[config.mk]
export PLATFORM = sky130hd
export DESIGN_NAME = shadow_queue_aqm_marker_core
export DESIGN_NICKNAME = d
export VERILOG_FILES = /design/src/hdl/sqaqm_pkg.sv /design/src/hdl/sqaqm_div.sv /design/src/hdl/sqaqm_dp.sv /design/src/hdl/sqaqm_ctrl.sv /design/src/hdl/shadow_queue_aqm_marker_core.sv
export SDC_FILE = /design/constraint.sdc
export NUM_CORES = 2
export LEC_CHECK = 0
export ABC_AREA = 1
export BUFFER_PORTS_ARGS = -buffer_cell sky130_fd_sc_hd__clkbuf_2
export CORE_MARGIN = 2
export CORE_UTILIZATION = 65
export DETAILED_ROUTE_END_ITERATION = 10
export PLACE_DENSITY_LB_ADDON = 0.2
export SLEW_MARGIN = 20
export SYNTH_ARGS = -nofsm -noshare
export SYNTH_HDL_FRONTEND = slang
export SYNTH_SLANG_ARGS = --single-unit
[constraint.sdc]
create_clock -name clk_i -period 9.3 [get_ports clk_i]
set_clock_uncertainty 0.15 [all_clocks]
set_input_delay 0.465 -clock clk_i [delete_from_list [all_inputs] [get_ports clk_i]]
set_output_delay 0.465 -clock clk_i [all_outputs]
set_load 0.05 [all_outputs]
[src/hdl/sqaqm_pkg.sv]
// Shared types, codes and constants of the shadow queue AQM marker.
// No dependencies; every other file of the block imports this package.
package sqaqm_pkg;

  localparam int PROB_BITS  = 16;
  localparam int COUNT_BITS = 12;
  localparam int WORD_W     = 32;
  localparam int AVG_W      = WORD_W + PROB_BITS;
  localparam int WGT_W      = PROB_BITS + 1;
  localparam int PROD_W     = WORD_W + WGT_W;
  localparam int ACC_W      = AVG_W + 1;
  localparam int PKT_W      = 16;
  localparam int MEAN_W     = 16;
  localparam int VERD_W     = 3;
  localparam int DIV_CNT_W  = $clog2(PROB_BITS);

  localparam int IN_DATA_W  = 32;
  localparam int IN_USER_W  = 3;
  localparam int OUT_DATA_W = 32;
  localparam int OUT_PAD_W  = OUT_DATA_W - COUNT_BITS - PROB_BITS;
  localparam int CFG_ADDR_W = 3;
  localparam int CFG_DATA_W = 32;

  localparam logic [WGT_W-1:0] ONE_Q = WGT_W'(1) << PROB_BITS;

  localparam logic [WGT_W-1:0]      ALPHA_RST  = WGT_W'(16384);
  localparam logic [WGT_W-1:0]      MAXP_RST   = WGT_W'(58982);
  localparam logic [WORD_W-1:0]     WINDOW_RST = WORD_W'(187500);
  localparam logic [MEAN_W-1:0]     MEAN_RST   = MEAN_W'(1000);
  localparam logic [COUNT_BITS-1:0] LIMIT_RST  = COUNT_BITS'(100);

  typedef enum logic [1:0] {
    FUNC_ARRIVE = 2'd0,
    FUNC_DEPART = 2'd1,
    FUNC_TICK   = 2'd2
  } func_e;

  typedef enum logic [VERD_W-1:0] {
    V_ENQ        = 3'd0,
    V_MARK       = 3'd1,
    V_FORCE_DROP = 3'd2,
    V_EARLY_DROP = 3'd3,
    V_DEPART     = 3'd4,
    V_EMPTY      = 3'd5,
    V_TICK       = 3'd6
  } verdict_e;

  typedef enum logic [CFG_ADDR_W-1:0] {
    REG_ALPHA  = 3'd0,
    REG_MAXP   = 3'd1,
    REG_WINDOW = 3'd2,
    REG_MEAN   = 3'd3,
    REG_LIMIT  = 3'd4,
    REG_ECN    = 3'd5
  } reg_e;

  typedef enum logic [1:0] {
    MA_QUEUED   = 2'd0,
    MA_AVG_HI   = 2'd1,
    MA_AVG_LO   = 2'd2,
    MA_INTERVAL = 2'd3
  } mula_e;

  typedef enum logic [1:0] {
    MB_MEAN      = 2'd0,
    MB_ONE_MIN_A = 2'd1,
    MB_ALPHA     = 2'd2,
    MB_MAXP      = 2'd3
  } mulb_e;

  typedef enum logic [1:0] {
    ACC_HOLD    = 2'd0,
    ACC_CLR     = 2'd1,
    ACC_ADD     = 2'd2,
    ACC_ADD_SHR = 2'd3
  } acc_e;

  typedef struct packed {
    logic [WGT_W-1:0]      alpha;
    logic [WGT_W-1:0]      max_prob;
    logic [WORD_W-1:0]     window;
    logic [MEAN_W-1:0]     mean;
    logic [COUNT_BITS-1:0] limit;
    logic                  ecn;
  } cfg_t;

  typedef struct packed {
    logic  load;
    logic  event_en;
    mula_e mula;
    mulb_e mulb;
    acc_e  acc_op;
    logic  int_add_prod;
    logic  avg_load;
    logic  div_start;
    logic  prob_load;
    logic  push;
  } cmd_t;

  typedef struct packed {
    logic div_done;
  } sts_t;

  typedef struct packed {
    verdict_e              verdict;
    logic [PROB_BITS-1:0]  prob;
    logic [COUNT_BITS-1:0] queued;
  } res_t;

endpackage

[src/hdl/sqaqm_div.sv]
// Restoring divider for the marking probability, one quotient bit per cycle.
// Depends on sqaqm_pkg; a quotient that would not fit saturates at once.
module sqaqm_div (
  input  logic                           clk_i,
  input  logic                           rst_ni,
  input  logic                           start_i,
  input  logic [sqaqm_pkg::AVG_W-1:0]    num_i,
  input  logic [sqaqm_pkg::WORD_W-1:0]   den_i,
  output logic                           done_o,
  output logic [sqaqm_pkg::PROB_BITS-1:0] quo_o
);
  import sqaqm_pkg::*;

  logic                 busy_q, busy_d;
  logic                 done_q, done_d;
  logic [DIV_CNT_W-1:0] cnt_q, cnt_d;
  logic [WORD_W-1:0]    rem_q, rem_d;
  logic [WORD_W-1:0]    den_q, den_d;
  logic [PROB_BITS-1:0] low_q, low_d;
  logic [PROB_BITS-1:0] quo_q, quo_d;

  logic [WORD_W-1:0] den_eff;
  logic [WORD_W-1:0] num_hi;
  logic [WORD_W:0]   trial;
  logic [WORD_W:0]   diff;
  logic              fits;

  assign den_eff = (den_i == '0) ? WORD_W'(1) : den_i;
  assign num_hi  = num_i[AVG_W-1:PROB_BITS];
  assign trial   = {rem_q, low_q[PROB_BITS-1]};
  assign diff    = trial - {1'b0, den_q};
  assign fits    = (trial >= {1'b0, den_q});

  always_comb begin
    busy_d = busy_q;
    done_d = 1'b0;
    cnt_d  = cnt_q;
    rem_d  = rem_q;
    den_d  = den_q;
    low_d  = low_q;
    quo_d  = quo_q;
    if (start_i) begin
      den_d = den_eff;
      // The high half at or above the divisor means the quotient needs more bits.
      if (num_hi >= den_eff) begin
        quo_d  = '1;
        done_d = 1'b1;
      end else begin
        busy_d = 1'b1;
        rem_d  = num_hi;
        low_d  = num_i[PROB_BITS-1:0];
        cnt_d  = DIV_CNT_W'(PROB_BITS - 1);
        quo_d  = '0;
      end
    end else if (busy_q) begin
      rem_d = fits ? diff[WORD_W-1:0] : trial[WORD_W-1:0];
      low_d = low_q << 1;
      quo_d = {quo_q[PROB_BITS-2:0], fits};
      if (cnt_q == '0) begin
        busy_d = 1'b0;
        done_d = 1'b1;
      end else begin
        cnt_d = cnt_q - DIV_CNT_W'(1);
      end
    end
  end

  always_ff @(posedge clk_i or negedge rst_ni) begin
    if (!rst_ni) begin
      busy_q <= 1'b0;
      done_q <= 1'b0;
    end else begin
      busy_q <= busy_d;
      done_q <= done_d;
    end
  end

  always_ff @(posedge clk_i) begin
    cnt_q <= cnt_d;
    rem_q <= rem_d;
    den_q <= den_d;
    low_q <= low_d;
    quo_q <= quo_d;
  end

  assign done_o = done_q;
  assign quo_o  = quo_q;

endmodule

[src/hdl/sqaqm_dp.sv]
// Datapath: queue state, interval counter, EWMA average, shared multiplier,
// accumulator and the probability divider. Depends on sqaqm_pkg, sqaqm_div.
module sqaqm_dp (
  input  logic                         clk_i,
  input  logic                         rst_ni,
  input  sqaqm_pkg::cmd_t              cmd_i,
  input  sqaqm_pkg::cfg_t              cfg_i,
  input  logic [1:0]                   in_func_i,
  input  logic [sqaqm_pkg::PKT_W-1:0]  in_bytes_i,
  input  logic [sqaqm_pkg::PROB_BITS-1:0] in_rand_i,
  input  logic                         in_cap_i,
  output sqaqm_pkg::sts_t              sts_o,
  output sqaqm_pkg::res_t              res_o
);
  import sqaqm_pkg::*;

  // Latched event.
  func_e                func_q;
  logic [PKT_W-1:0]     bytes_q;
  logic [PROB_BITS-1:0] rand_q;
  logic                 cap_q;

  // Block state.
  logic [COUNT_BITS-1:0] queued_q, queued_d;
  logic [WORD_W-1:0]     interval_q, interval_d;
  logic [AVG_W-1:0]      avg_q, avg_d;
  logic [PROB_BITS-1:0]  prob_q, prob_d;
  verdict_e              verdict_q, verdict_d;

  // Arithmetic.
  logic [PROD_W-1:0] prod_q, prod_d;
  logic [ACC_W-1:0]  acc_q, acc_d;
  logic [WORD_W-1:0] mul_a;
  logic [WGT_W-1:0]  mul_b;
  logic [WGT_W-1:0]  alpha_c, one_min_a, maxp_c;
  logic [WORD_W-1:0] add_val;
  logic [WORD_W:0]   sum;
  logic [WORD_W-1:0] sat_sum;
  logic              div_done;
  logic [PROB_BITS-1:0] quo;
  logic              mark, ecn_mark;

  assign alpha_c   = (cfg_i.alpha > ONE_Q) ? ONE_Q : cfg_i.alpha;
  assign maxp_c    = (cfg_i.max_prob > ONE_Q) ? ONE_Q : cfg_i.max_prob;
  assign one_min_a = ONE_Q - alpha_c;

  always_comb begin
    case (cmd_i.mula)
      MA_QUEUED:   mul_a = WORD_W'(queued_q);
      MA_AVG_HI:   mul_a = avg_q[AVG_W-1:PROB_BITS];
      MA_AVG_LO:   mul_a = WORD_W'(avg_q[PROB_BITS-1:0]);
      MA_INTERVAL: mul_a = interval_q;
      default:     mul_a = '0;
    endcase
    case (cmd_i.mulb)
      MB_MEAN:      mul_b = WGT_W'(cfg_i.mean);
      MB_ONE_MIN_A: mul_b = one_min_a;
      MB_ALPHA:     mul_b = alpha_c;
      MB_MAXP:      mul_b = maxp_c;
      default:      mul_b = '0;
    endcase
  end

  assign prod_d = PROD_W'(mul_a) * PROD_W'(mul_b);

  always_comb begin
    case (cmd_i.acc_op)
      ACC_HOLD:    acc_d = acc_q;
      ACC_CLR:     acc_d = '0;
      ACC_ADD:     acc_d = acc_q + ACC_W'(prod_q);
      ACC_ADD_SHR: acc_d = acc_q + ACC_W'(prod_q >> PROB_BITS);
      default:     acc_d = acc_q;
    endcase
  end

  // Saturating add into the interval counter: packet bytes or the backlog product.
  assign add_val = cmd_i.int_add_prod ? prod_q[WORD_W-1:0] : WORD_W'(bytes_q);
  assign sum     = {1'b0, interval_q} + {1'b0, add_val};
  assign sat_sum = sum[WORD_W] ? '1 : sum[WORD_W-1:0];

  assign mark     = (rand_q < prob_q);
  assign ecn_mark = cfg_i.ecn & cap_q;

  always_comb begin
    queued_d   = queued_q;
    interval_d = interval_q;
    avg_d      = avg_q;
    prob_d     = prob_q;
    verdict_d  = verdict_q;
    if (cmd_i.event_en) begin
      case (func_q)
        FUNC_ARRIVE: begin
          if (queued_q >= cfg_i.limit) begin
            verdict_d = V_FORCE_DROP;
          end else begin
            interval_d = sat_sum;
            if (mark) begin
              verdict_d = ecn_mark ? V_MARK : V_EARLY_DROP;
            end else begin
              verdict_d = V_ENQ;
            end
            // An early drop leaves the count alone; the count itself never wraps.
            if ((!mark || ecn_mark) && (queued_q != '1)) begin
              queued_d = queued_q + COUNT_BITS'(1);
            end
          end
        end
        FUNC_DEPART: begin
          if (queued_q != '0) begin
            queued_d  = queued_q - COUNT_BITS'(1);
            verdict_d = V_DEPART;
          end else begin
            verdict_d = V_EMPTY;
          end
        end
        default: begin
          verdict_d = verdict_q;
        end
      endcase
    end
    if (cmd_i.int_add_prod) begin
      interval_d = sat_sum;
    end
    if (cmd_i.avg_load) begin
      avg_d      = acc_q[AVG_W-1:0];
      interval_d = '0;
    end
    if (cmd_i.prob_load) begin
      prob_d    = quo;
      verdict_d = V_TICK;
    end
  end

  sqaqm_div u_div (
    .clk_i   (clk_i),
    .rst_ni  (rst_ni),
    .start_i (cmd_i.div_start),
    .num_i   (acc_q[AVG_W-1:0]),
    .den_i   (cfg_i.window),
    .done_o  (div_done),
    .quo_o   (quo)
  );

  always_ff @(posedge clk_i or negedge rst_ni) begin
    if (!rst_ni) begin
      queued_q   <= '0;
      interval_q <= '0;
      avg_q      <= '0;
      prob_q     <= '0;
      verdict_q  <= V_ENQ;
    end else begin
      queued_q   <= queued_d;
      interval_q <= interval_d;
      avg_q      <= avg_d;
      prob_q     <= prob_d;
      verdict_q  <= verdict_d;
    end
  end

  always_ff @(posedge clk_i) begin
    prod_q <= prod_d;
    acc_q  <= acc_d;
    if (cmd_i.load) begin
      func_q  <= func_e'(in_func_i);
      bytes_q <= in_bytes_i;
      rand_q  <= in_rand_i;
      cap_q   <= in_cap_i;
    end
  end

  assign sts_o.div_done = div_done;
  assign res_o.verdict  = verdict_q;
  assign res_o.prob     = prob_q;
  assign res_o.queued   = queued_q;

endmodule

[src/hdl/sqaqm_ctrl.sv]
// Controller: sequences arrival, departure and tick events over the datapath.
// Depends on sqaqm_pkg; drives the datapath through the command struct.
module sqaqm_ctrl (
  input  logic             clk_i,
  input  logic             rst_ni,
  input  logic             in_valid_i,
  input  logic [1:0]       in_func_i,
  input  logic             out_free_i,
  input  sqaqm_pkg::sts_t  sts_i,
  output logic             in_ready_o,
  output sqaqm_pkg::cmd_t  cmd_o
);
  import sqaqm_pkg::*;

  typedef enum logic [3:0] {
    S_IDLE,
    S_EVENT,
    S_T_QM,
    S_T_SAT,
    S_T_AHI,
    S_T_ALO,
    S_T_INT,
    S_T_AVG,
    S_T_PHI,
    S_T_PLO,
    S_T_PSUM,
    S_T_DIV0,
    S_T_DIVW,
    S_PUSH
  } state_e;

  state_e state_q, state_d;

  always_comb begin
    state_d = state_q;
    unique case (state_q)
      S_IDLE: begin
        if (in_valid_i) begin
          unique case (in_func_i) inside
            FUNC_ARRIVE, FUNC_DEPART: state_d = S_EVENT;
            FUNC_TICK:                state_d = S_T_QM;
            default:                  state_d = S_IDLE;
          endcase
        end
      end
      S_EVENT:  state_d = S_PUSH;
      S_T_QM:   state_d = S_T_SAT;
      S_T_SAT:  state_d = S_T_AHI;
      S_T_AHI:  state_d = S_T_ALO;
      S_T_ALO:  state_d = S_T_INT;
      S_T_INT:  state_d = S_T_AVG;
      S_T_AVG:  state_d = S_T_PHI;
      S_T_PHI:  state_d = S_T_PLO;
      S_T_PLO:  state_d = S_T_PSUM;
      S_T_PSUM: state_d = S_T_DIV0;
      S_T_DIV0: state_d = S_T_DIVW;
      S_T_DIVW: state_d = sts_i.div_done ? S_PUSH : S_T_DIVW;
      S_PUSH:   state_d = out_free_i ? S_IDLE : S_PUSH;
      default:  state_d = S_IDLE;
    endcase
  end

  // The multiplier registers its product, so each add uses the product
  // selected one state earlier.
  always_comb begin
    cmd_o              = '0;
    cmd_o.mula         = MA_QUEUED;
    cmd_o.mulb         = MB_MEAN;
    cmd_o.acc_op       = ACC_HOLD;
    unique case (state_q)
      S_IDLE:   cmd_o.load = in_valid_i;
      S_EVENT:  cmd_o.event_en = 1'b1;
      S_T_QM: begin
        cmd_o.mula = MA_QUEUED;
        cmd_o.mulb = MB_MEAN;
      end
      S_T_SAT: begin
        cmd_o.int_add_prod = 1'b1;
        cmd_o.mula         = MA_AVG_HI;
        cmd_o.mulb         = MB_ONE_MIN_A;
        cmd_o.acc_op       = ACC_CLR;
      end
      S_T_AHI: begin
        cmd_o.acc_op = ACC_ADD;
        cmd_o.mula   = MA_AVG_LO;
        cmd_o.mulb   = MB_ONE_MIN_A;
      end
      S_T_ALO: begin
        cmd_o.acc_op = ACC_ADD_SHR;
        cmd_o.mula   = MA_INTERVAL;
        cmd_o.mulb   = MB_ALPHA;
      end
      S_T_INT:  cmd_o.acc_op = ACC_ADD;
      S_T_AVG: begin
        cmd_o.avg_load = 1'b1;
        cmd_o.acc_op   = ACC_CLR;
      end
      S_T_PHI: begin
        cmd_o.mula = MA_AVG_HI;
        cmd_o.mulb = MB_MAXP;
      end
      S_T_PLO: begin
        cmd_o.acc_op = ACC_ADD;
        cmd_o.mula   = MA_AVG_LO;
        cmd_o.mulb   = MB_MAXP;
      end
      S_T_PSUM: cmd_o.acc_op = ACC_ADD_SHR;
      S_T_DIV0: cmd_o.div_start = 1'b1;
      S_T_DIVW: cmd_o.prob_load = sts_i.div_done;
      S_PUSH:   cmd_o.push = out_free_i;
      default:  cmd_o.load = 1'b0;
    endcase
  end

  assign in_ready_o = (state_q == S_IDLE);

  always_ff @(posedge clk_i or negedge rst_ni) begin
    if (!rst_ni) begin
      state_q <= S_IDLE;
    end else begin
      state_q <= state_d;
    end
  end

endmodule

[src/hdl/shadow_queue_aqm_marker_core.sv]
// Shadow queue AQM marker: configuration registers, result register, controller, datapath.
// Arrival, departure: beat latched in S_IDLE, verdict registered in S_EVENT, pushed out in S_PUSH.
// Tick: S_T_QM..S_T_PSUM form the new average and the numerator, then the 16-step divider runs.
// A pending result sits in the output register while the next beat is worked on.
// Reset (rst_ni, async, active low) clears the queue state and loads register defaults.
// Depends on sqaqm_pkg, sqaqm_ctrl, sqaqm_dp.
module shadow_queue_aqm_marker_core (
  input  logic                                clk_i,
  input  logic                                rst_ni,
  input  logic                                s_axis_tvalid,
  output logic                                s_axis_tready,
  input  logic [sqaqm_pkg::IN_DATA_W-1:0]     s_axis_tdata,  // pkt_bytes[15:0], rand_q16[31:16]
  input  logic [sqaqm_pkg::IN_USER_W-1:0]     s_axis_tuser,  // func[1:0], ecn_capable[2]
  output logic                                m_axis_tvalid,
  input  logic                                m_axis_tready,
  output logic [sqaqm_pkg::OUT_DATA_W-1:0]    m_axis_tdata,  // prob_now_q16[15:0], queued_now[27:16]
  output logic [sqaqm_pkg::VERD_W-1:0]        m_axis_tuser,  // verdict[2:0]
  input  logic                                cfg_valid_i,
  output logic                                cfg_ready_o,
  input  logic [sqaqm_pkg::CFG_ADDR_W-1:0]    cfg_addr_i,
  input  logic [sqaqm_pkg::CFG_DATA_W-1:0]    cfg_data_i
);
  import sqaqm_pkg::*;

  cfg_t cfg_q, cfg_d;
  cmd_t cmd;
  sts_t sts;
  res_t res;
  res_t out_res_q;
  logic out_valid_q, out_valid_d;
  logic out_free;

  assign cfg_ready_o = 1'b1;

  always_comb begin
    cfg_d = cfg_q;
    if (cfg_valid_i) begin
      unique case (reg_e'(cfg_addr_i))
        REG_ALPHA:  cfg_d.alpha    = cfg_data_i[WGT_W-1:0];
        REG_MAXP:   cfg_d.max_prob = cfg_data_i[WGT_W-1:0];
        REG_WINDOW: cfg_d.window   = cfg_data_i[WORD_W-1:0];
        REG_MEAN:   cfg_d.mean     = cfg_data_i[MEAN_W-1:0];
        REG_LIMIT:  cfg_d.limit    = cfg_data_i[COUNT_BITS-1:0];
        REG_ECN:    cfg_d.ecn      = cfg_data_i[0];
        default:    cfg_d = cfg_q;
      endcase
    end
  end

  assign out_free    = !out_valid_q || m_axis_tready;
  assign out_valid_d = cmd.push ? 1'b1 : (m_axis_tready ? 1'b0 : out_valid_q);

  always_ff @(posedge clk_i or negedge rst_ni) begin
    if (!rst_ni) begin
      cfg_q.alpha    <= ALPHA_RST;
      cfg_q.max_prob <= MAXP_RST;
      cfg_q.window   <= WINDOW_RST;
      cfg_q.mean     <= MEAN_RST;
      cfg_q.limit    <= LIMIT_RST;
      cfg_q.ecn      <= 1'b1;
      out_valid_q    <= 1'b0;
    end else begin
      cfg_q       <= cfg_d;
      out_valid_q <= out_valid_d;
    end
  end

  always_ff @(posedge clk_i) begin
    if (cmd.push) begin
      out_res_q <= res;
    end
  end

  sqaqm_ctrl u_ctrl (
    .clk_i      (clk_i),
    .rst_ni     (rst_ni),
    .in_valid_i (s_axis_tvalid),
    .in_func_i  (s_axis_tuser[1:0]),
    .out_free_i (out_free),
    .sts_i      (sts),
    .in_ready_o (s_axis_tready),
    .cmd_o      (cmd)
  );

  sqaqm_dp u_dp (
    .clk_i      (clk_i),
    .rst_ni     (rst_ni),
    .cmd_i      (cmd),
    .cfg_i      (cfg_q),
    .in_func_i  (s_axis_tuser[1:0]),
    .in_bytes_i (s_axis_tdata[PKT_W-1:0]),
    .in_rand_i  (s_axis_tdata[PKT_W+PROB_BITS-1:PKT_W]),
    .in_cap_i   (s_axis_tuser[2]),
    .sts_o      (sts),
    .res_o      (res)
  );

  assign m_axis_tvalid = out_valid_q;
  assign m_axis_tdata  = {{OUT_PAD_W{1'b0}}, out_res_q.queued, out_res_q.prob};
  assign m_axis_tuser  = out_res_q.verdict;

endmodule
## Yosys cells after proc, flatten, opt, wreduce, memory -nomap -nowiden

Cells that the tools add are included.

- Register bits after elaboration: 477
- Input port bits: 75
- Output and inout port bits: 38
- Logic and storage cells: 182

- Add/subtract/negate cells: 8
- $mul: 1
- Magnitude comparators: 6
- Eq/ne operators: 38
- Multiplexer cells: 62
- Bitwise gates (word level): 1
- Reduce and logical (&&, ||, !) cells: 37

Operators by type and width:

| cell | count |
|---|---|
| $mux 32 | 12 |
| $pmux 49 s3 | 1 |
| $pmux 32 s4 | 1 |
| $mux 16 | 6 |
| $pmux 17 s4 | 1 |
| $pmux 4 s14 | 1 |
| $add 49x33->49 | 1 |
| $add 49x49->49 | 1 |
| $mul 32x17->49 | 1 |
| $mux 12 | 3 |
| $gt 17x17->1 const B | 2 |
| $mux 17 | 2 |
| $add 32x32->33 | 1 |
| $ge 33x32->1 | 1 |
| $ge 32x32->1 | 1 |
| $logic_not 32->1 | 1 |
| $sub 32x32->32 | 1 |
| $eq 4x4->1 const B | 6 |
| $mux 4 | 6 |
| $pmux 12 s2 | 1 |
| $pmux 4 s5 | 1 |
| $mux 1 | 19 |
| $sub 17x17->17 const A | 1 |
| $eq 4x3->1 const B | 4 |
| 36 further kinds | 78 |

## Logic depth before layout (Yosys ltp)

- Depth after elaboration: 10
- Mapped depth: 43
- Mapped depth without buffers: 41

## Modules after synthesis

A second synthesis with hierarchy kept.

- Cell total of the unflattened synthesis: 6305
- Area total of the unflattened synthesis: 48042.3 um^2

By module, submodules not included:

| module | times used | cells an instance | area each (um^2) | seq. area each (um^2) |
|---|---|---|---|---|
| sqaqm_dp | 1 | 4633 | 34714.5 | 6251.0 |
| sqaqm_div | 1 | 1134 | 8097.8 | 3052.9 |
| shadow_queue_aqm_marker_core | 1 | 467 | 4819.6 | 3370.7 |
| sqaqm_ctrl | 1 | 71 | 410.4 | 100.1 |

## Worst setup path before layout

No wires, ideal clock.

- Path type: register to register
- Start point: register cfg_q[82] (netlist bit)
- End point: register u_dp.prod_q[32]
- Setup time: 121 ps
- Arrival time: 6587 ps
- Required time: 9029 ps
- Slack: 2443 ps
- Cell stages (with the launch flop): 40
- Buffers on the path: 2
- Period minus slack after synthesis: 6857 ps
- Cells stage by stage: dfrtp_1 > nor2_1 > nand2_1 > nor2_1 > nand2_2 > nand2_4 > buf_6 > nand2_1 > ha_1 > nand2_1 > inv_1 > nand2_1 > nand3_1 > nand3_1 > nand2_4 > inv_2 > buf_6 > nand2_1 > [4 not listed] > fa_1 > inv_1 > fa_1 > fa_1 > inv_1 > fa_1 > inv_1 > ha_1 > nand2_1 > nor2_1 > inv_1 > nor3_1 > nand2_1 > nand2_1 > inv_1 > o21ai_0 > a21oi_1 > xnor2_1

- Cells in the longest elaborated chain, start to end: 5

Ends and longest elaborated chain:

| what | RTL line | RTL |
|---|---|---|
| start, declared | shadow_queue_aqm_marker_core.sv:25 | `cfg_t cfg_q, cfg_d;` |
| start signal, assigned | shadow_queue_aqm_marker_core.sv:63 | `cfg_q <= cfg_d;` |
| $gt 17x17->1 | sqaqm_dp.sv:43 | `assign alpha_c = (cfg_i.alpha > ONE_Q) ? ONE_Q : cfg_i.alpha;` |
| $mux 17 * | sqaqm_dp.sv:43 |  |
| $sub 17x17->17 | sqaqm_dp.sv:45 | `assign one_min_a = ONE_Q - alpha_c;` |
| $pmux 17 s4 * | sqaqm_dp.sv:55 | `case (cmd_i.mulb)` |
| $mul 32x17->49 * | sqaqm_dp.sv:64 | `assign prod_d = PROD_W'(mul_a) * PROD_W'(mul_b);` |
| named net u_dp.prod_d[32] | sqaqm_dp.sv:31 | `logic [PROD_W-1:0] prod_q, prod_d;` |
| end signal, assigned | sqaqm_dp.sv:161 | `prod_q <= prod_d;` |
| end, declared | sqaqm_dp.sv:31 |  |

The timed path passes the listed nets; every way through them passes the cells marked *.
A chain may end at the register's enable or synchronous reset.

## Final worst setup path

- Start point: register u_ctrl.state_q[3]
- End point: register u_dp.prod_q[47]

- Cells in the longest elaborated chain, start to end: 5
- Elaborated cells on any way between the ends: 17
- Those cells by class: mul: 1; eq/ne: 11; mux: 3; reduce/logical: 2

Ends and longest elaborated chain:

| what | RTL line | RTL |
|---|---|---|
| start, declared | sqaqm_ctrl.sv:32 | `state_e state_q, state_d;` |
| start signal, assigned | sqaqm_ctrl.sv:121 | `state_q <= state_d;` |
| $eq 4x4->1 (tied with other cells) | sqaqm_ctrl.sv:70 | `unique case (state_q)` |
| $pmux 4 s5 * | sqaqm_ctrl.sv:70 |  |
| $eq 2x2->1 (tied with other cells) | sqaqm_dp.sv:48 | `case (cmd_i.mula)` |
| $pmux 32 s4 or $pmux 17 s4 (tied branches) | sqaqm_dp.sv:48, sqaqm_dp.sv:55 |  |
| $mul 32x17->49 * | sqaqm_dp.sv:64 |  |
| named net u_dp.prod_d[47] | sqaqm_dp.sv:31 |  |

Marks and branches as above.

==> metrics.txt <==
arrival time worst endpoint 9.12 ns; unrepaired setup endpoints after global routing false; Max Freq approximately 110 MHz; Layout area overhead 7.33%; largest net degree at the start of global routing 139; Net count, final 6,896; CTS clock-pin slew for the worst setup and hold paths ~0.070 ns; Primary FF master, synth edfxtp_1; row count 98; CP Capture Type flip-flop; Yosys warnings 0; # port buffers 107; post-synthesis sequential area ratio 0.272; GP Congestion 1.06; CP max-delay cell or2_1; synth top area cells fa_1 19%, edfxtp_1 14%, nand2_1 11%; Cell Area, Synth ~0.047 sq mm; boundary pin count between 100 and 150; total gr overflow 0; TritonCTS clock tree built; final WL roughly 170,000 um; Clock Latency Late Sink 0.61 ns; Routed WL per cell 23.6 um; Post-synth ARST share 0.447; H-tree levels 2; die height 273 um; Critical Path Start u_ctrl.state_q[3]; share of cells above drive strength 1 0.0637; Post-synth EDFFs 214; Crit path required time 9.67 ns; Slew Limit Fails 0; post-DP HPWL 131,000 um; Core ar. just over 0.07 sq mm; final hold vios 0; post-synth cell types 66; detailed-route via count 43,160; Worst Path Max Fanout 44; HP Start cfg_data_i[17]; Max-Cap Viols 0; Post-CTS Setup Repair Bufs 0; relative slew slack 0.201; CTS Buffer Depth 3; CTS Buf Count 51; Initial Util 0.657; Detailed Routing Iterations Pass 1 9; r2r startpoint u_ctrl.state_q[3]; GRT Total Usage 0.450; DIE AREA roughly 0.074 sq mm; CP Class flip-flop to flip-flop; vias in the first global route roughly 43,000; Least-Margin Pin Slew roughly 1.2 ns; Crit path largest cell delay 0.72 ns; biggest area consumer among synthesized cells fa_1; initial DRC count 5,472; Die W 273 um; Min-Delay Path Class input pin to flip-flop; vias per cell a little over 6; first-pass GRT wire length 252,000 um; Yosys top cell area share 0.193; CTS root buf clkbuf_16; startpoint types flip-flop; FF+latch count, synth 476; status finished clean; fin crit share 0.940; number of remaining DRC errors 0; ANT nets after route 0; setup TNS 0 ns; min Tclk post-route 8.74 ns; Synth Instances roughly 6,000; Final setup violation count 0; syn avg cell area 7.80 sq um; clk sinks approximately 480; initial antenna violation count 9
-- logic make-up after synthesis --
logic type / after synthesis / share of synthesized area
xor+xnor: 85 / 0.0159
fa+ha+maj: 758 / 0.274
other cells: 2 / 0.000160
flops: 476 / 0.272
simple gates: 2523 / 0.224
compound gates: 881 / 0.105
buf+inv: 1293 / 0.109
-- routing by layer --
| metal | wire length, um | GRT usage | share of wire |
|---|---|---|---|
| met3 | 20600 | 0.112 | 0.12 |
| met4 | 11000 | 0.240 | 0.066 |
| met5 | 127 | 0.00385 | 0.00076 |
| met1 | 62400 | 0.590 | 0.37 |
| met2 | 72300 | 0.690 | 0.43 |
-- flip-flops by register name, summed over array words and instances (netlist names), 4 cells and up --
register,count
u_dp.u_div.den_q,32
m_axis_tdata,28
u_dp.interval_q,32
cfg_q,95
u_dp.avg_q,48
u_dp.queued_q,12
u_dp.u_div.quo_o,16
u_dp.prob_q,16
u_dp.bytes_q,16
u_dp.u_div.low_q,16
u_dp.acc_q,48
u_ctrl.state_q,4
u_dp.u_div.cnt_q,4
u_dp.prod_q,49
u_dp.u_div.rem_q,32
u_dp.rand_q,16
-- worst max-delay path, delay by kind of cell (launching register included) --
| family | cells | cell delay [ns] |
|---|---|---|
| adder cells (fa/ha/maj) | 7 | 3.62 |
| AND/OR/NAND/NOR | 12 | 2.81 |
| buffers and inverters | 9 | 1.47 |
| flip-flops | 1 | 0.40 |
| XOR/XNOR | 1 | 0.20 |
-- path summary, 6_finish.rpt --
check / cells past startpoint / slack [ns] / end
min in group asynchronous: 2 / 0.23 / u_dp.interval_q[13]
max reg2reg: 29 / 0.56 / u_dp.prod_q[47]
max: 29 / 0.56 / u_dp.prod_q[47]
min reg2reg: 0 / 0.31 / m_axis_tdata[15]
max in group asynchronous: 3 / 7.44 / cfg_q[26]
min: 3 / 0.01 / cfg_q[46]
-- timing repair --
| action | CTS | global route |
|---|---|---|
| hold endpoints to repair | 112 | 0 |
| hold buffers | 39 | 0 |
| gates resized for setup | 0 | 1 |
| endpoints found under the setup margin | 0 | 1 |
-- cell usage after synthesis, types with 5 or more instances --
cell / instances
buf_6: 13
o21ai_1: 10
nand3b_1: 46
o21ai_2: 6
inv_1: 1046
a22oi_2: 5
or2_2: 8
o31ai_1: 7
o21ai_4: 5
nor3_1: 46
nand2_1: 1390
a31oi_1: 19
clkbuf_1: 106
o2111ai_1: 9
a21oi_1: 327
edfxtp_1: 214
or2_1: 6
nand4_1: 35
o21bai_1: 26
a21o_1: 18
dfstp_2: 30
ha_1: 305
xor2_1: 54
nor2_2: 8
dfxtp_1: 49
buf_1: 8
nand2_2: 9
nor4_1: 23
xnor2_1: 31
buf_4: 20
o21ai_0: 380
dfrtp_1: 183
nand3_1: 368
nor2_1: 563
inv_2: 20
o22ai_1: 7
o21a_1: 12
o211ai_1: 13
a22oi_1: 14
fa_1: 453
a21boi_0: 9
buf_2: 76
-- stage by stage --
step	area, sq um	hold slack (ns)	worst slack [ns]	util	cells
final	50400	0.0115	0.556	0.705	7060
after global routing	50400	0.0164	0.234	0.705	7058
after CTS	50400	0.00310	0.626	0.705	7056
after detailed placement	48200	0.287	0.659	0.674	6921
after global placement	48200	0.292	0.745	0.674	6921
after floorplan	47000	0.0194	2.44	-	6021
-- final cells by class --
cell class,instances,area (sq um)
fillers,5722,21100
flip-flops and latches,476,12800
well taps,950,1190
clock buffers,73,1600
repair buffers,212,1440
diodes,4,10.0
multi-input cells,4252,29100
inverters,1070,4020
clock inverters,23,238
-- cell usage in the layout, fill, tap and decap left out, types with 49 or more instances in the layout --
cell / instances
a21oi_1: 327
buf_4: 65
clkbuf_16: 56
clkbuf_2: 106
dfrtp_1: 183
dfxtp_1: 49
edfxtp_1: 214
fa_1: 453
ha_1: 305
inv_1: 1045
nand2_1: 1387
nand3_1: 366
nor2_1: 556
o21ai_0: 380
xor2_1: 54
Power is left out: the tool's default activity adds up to more than one toggle a clock period on the data nets, which glitch-free logic cannot reach.
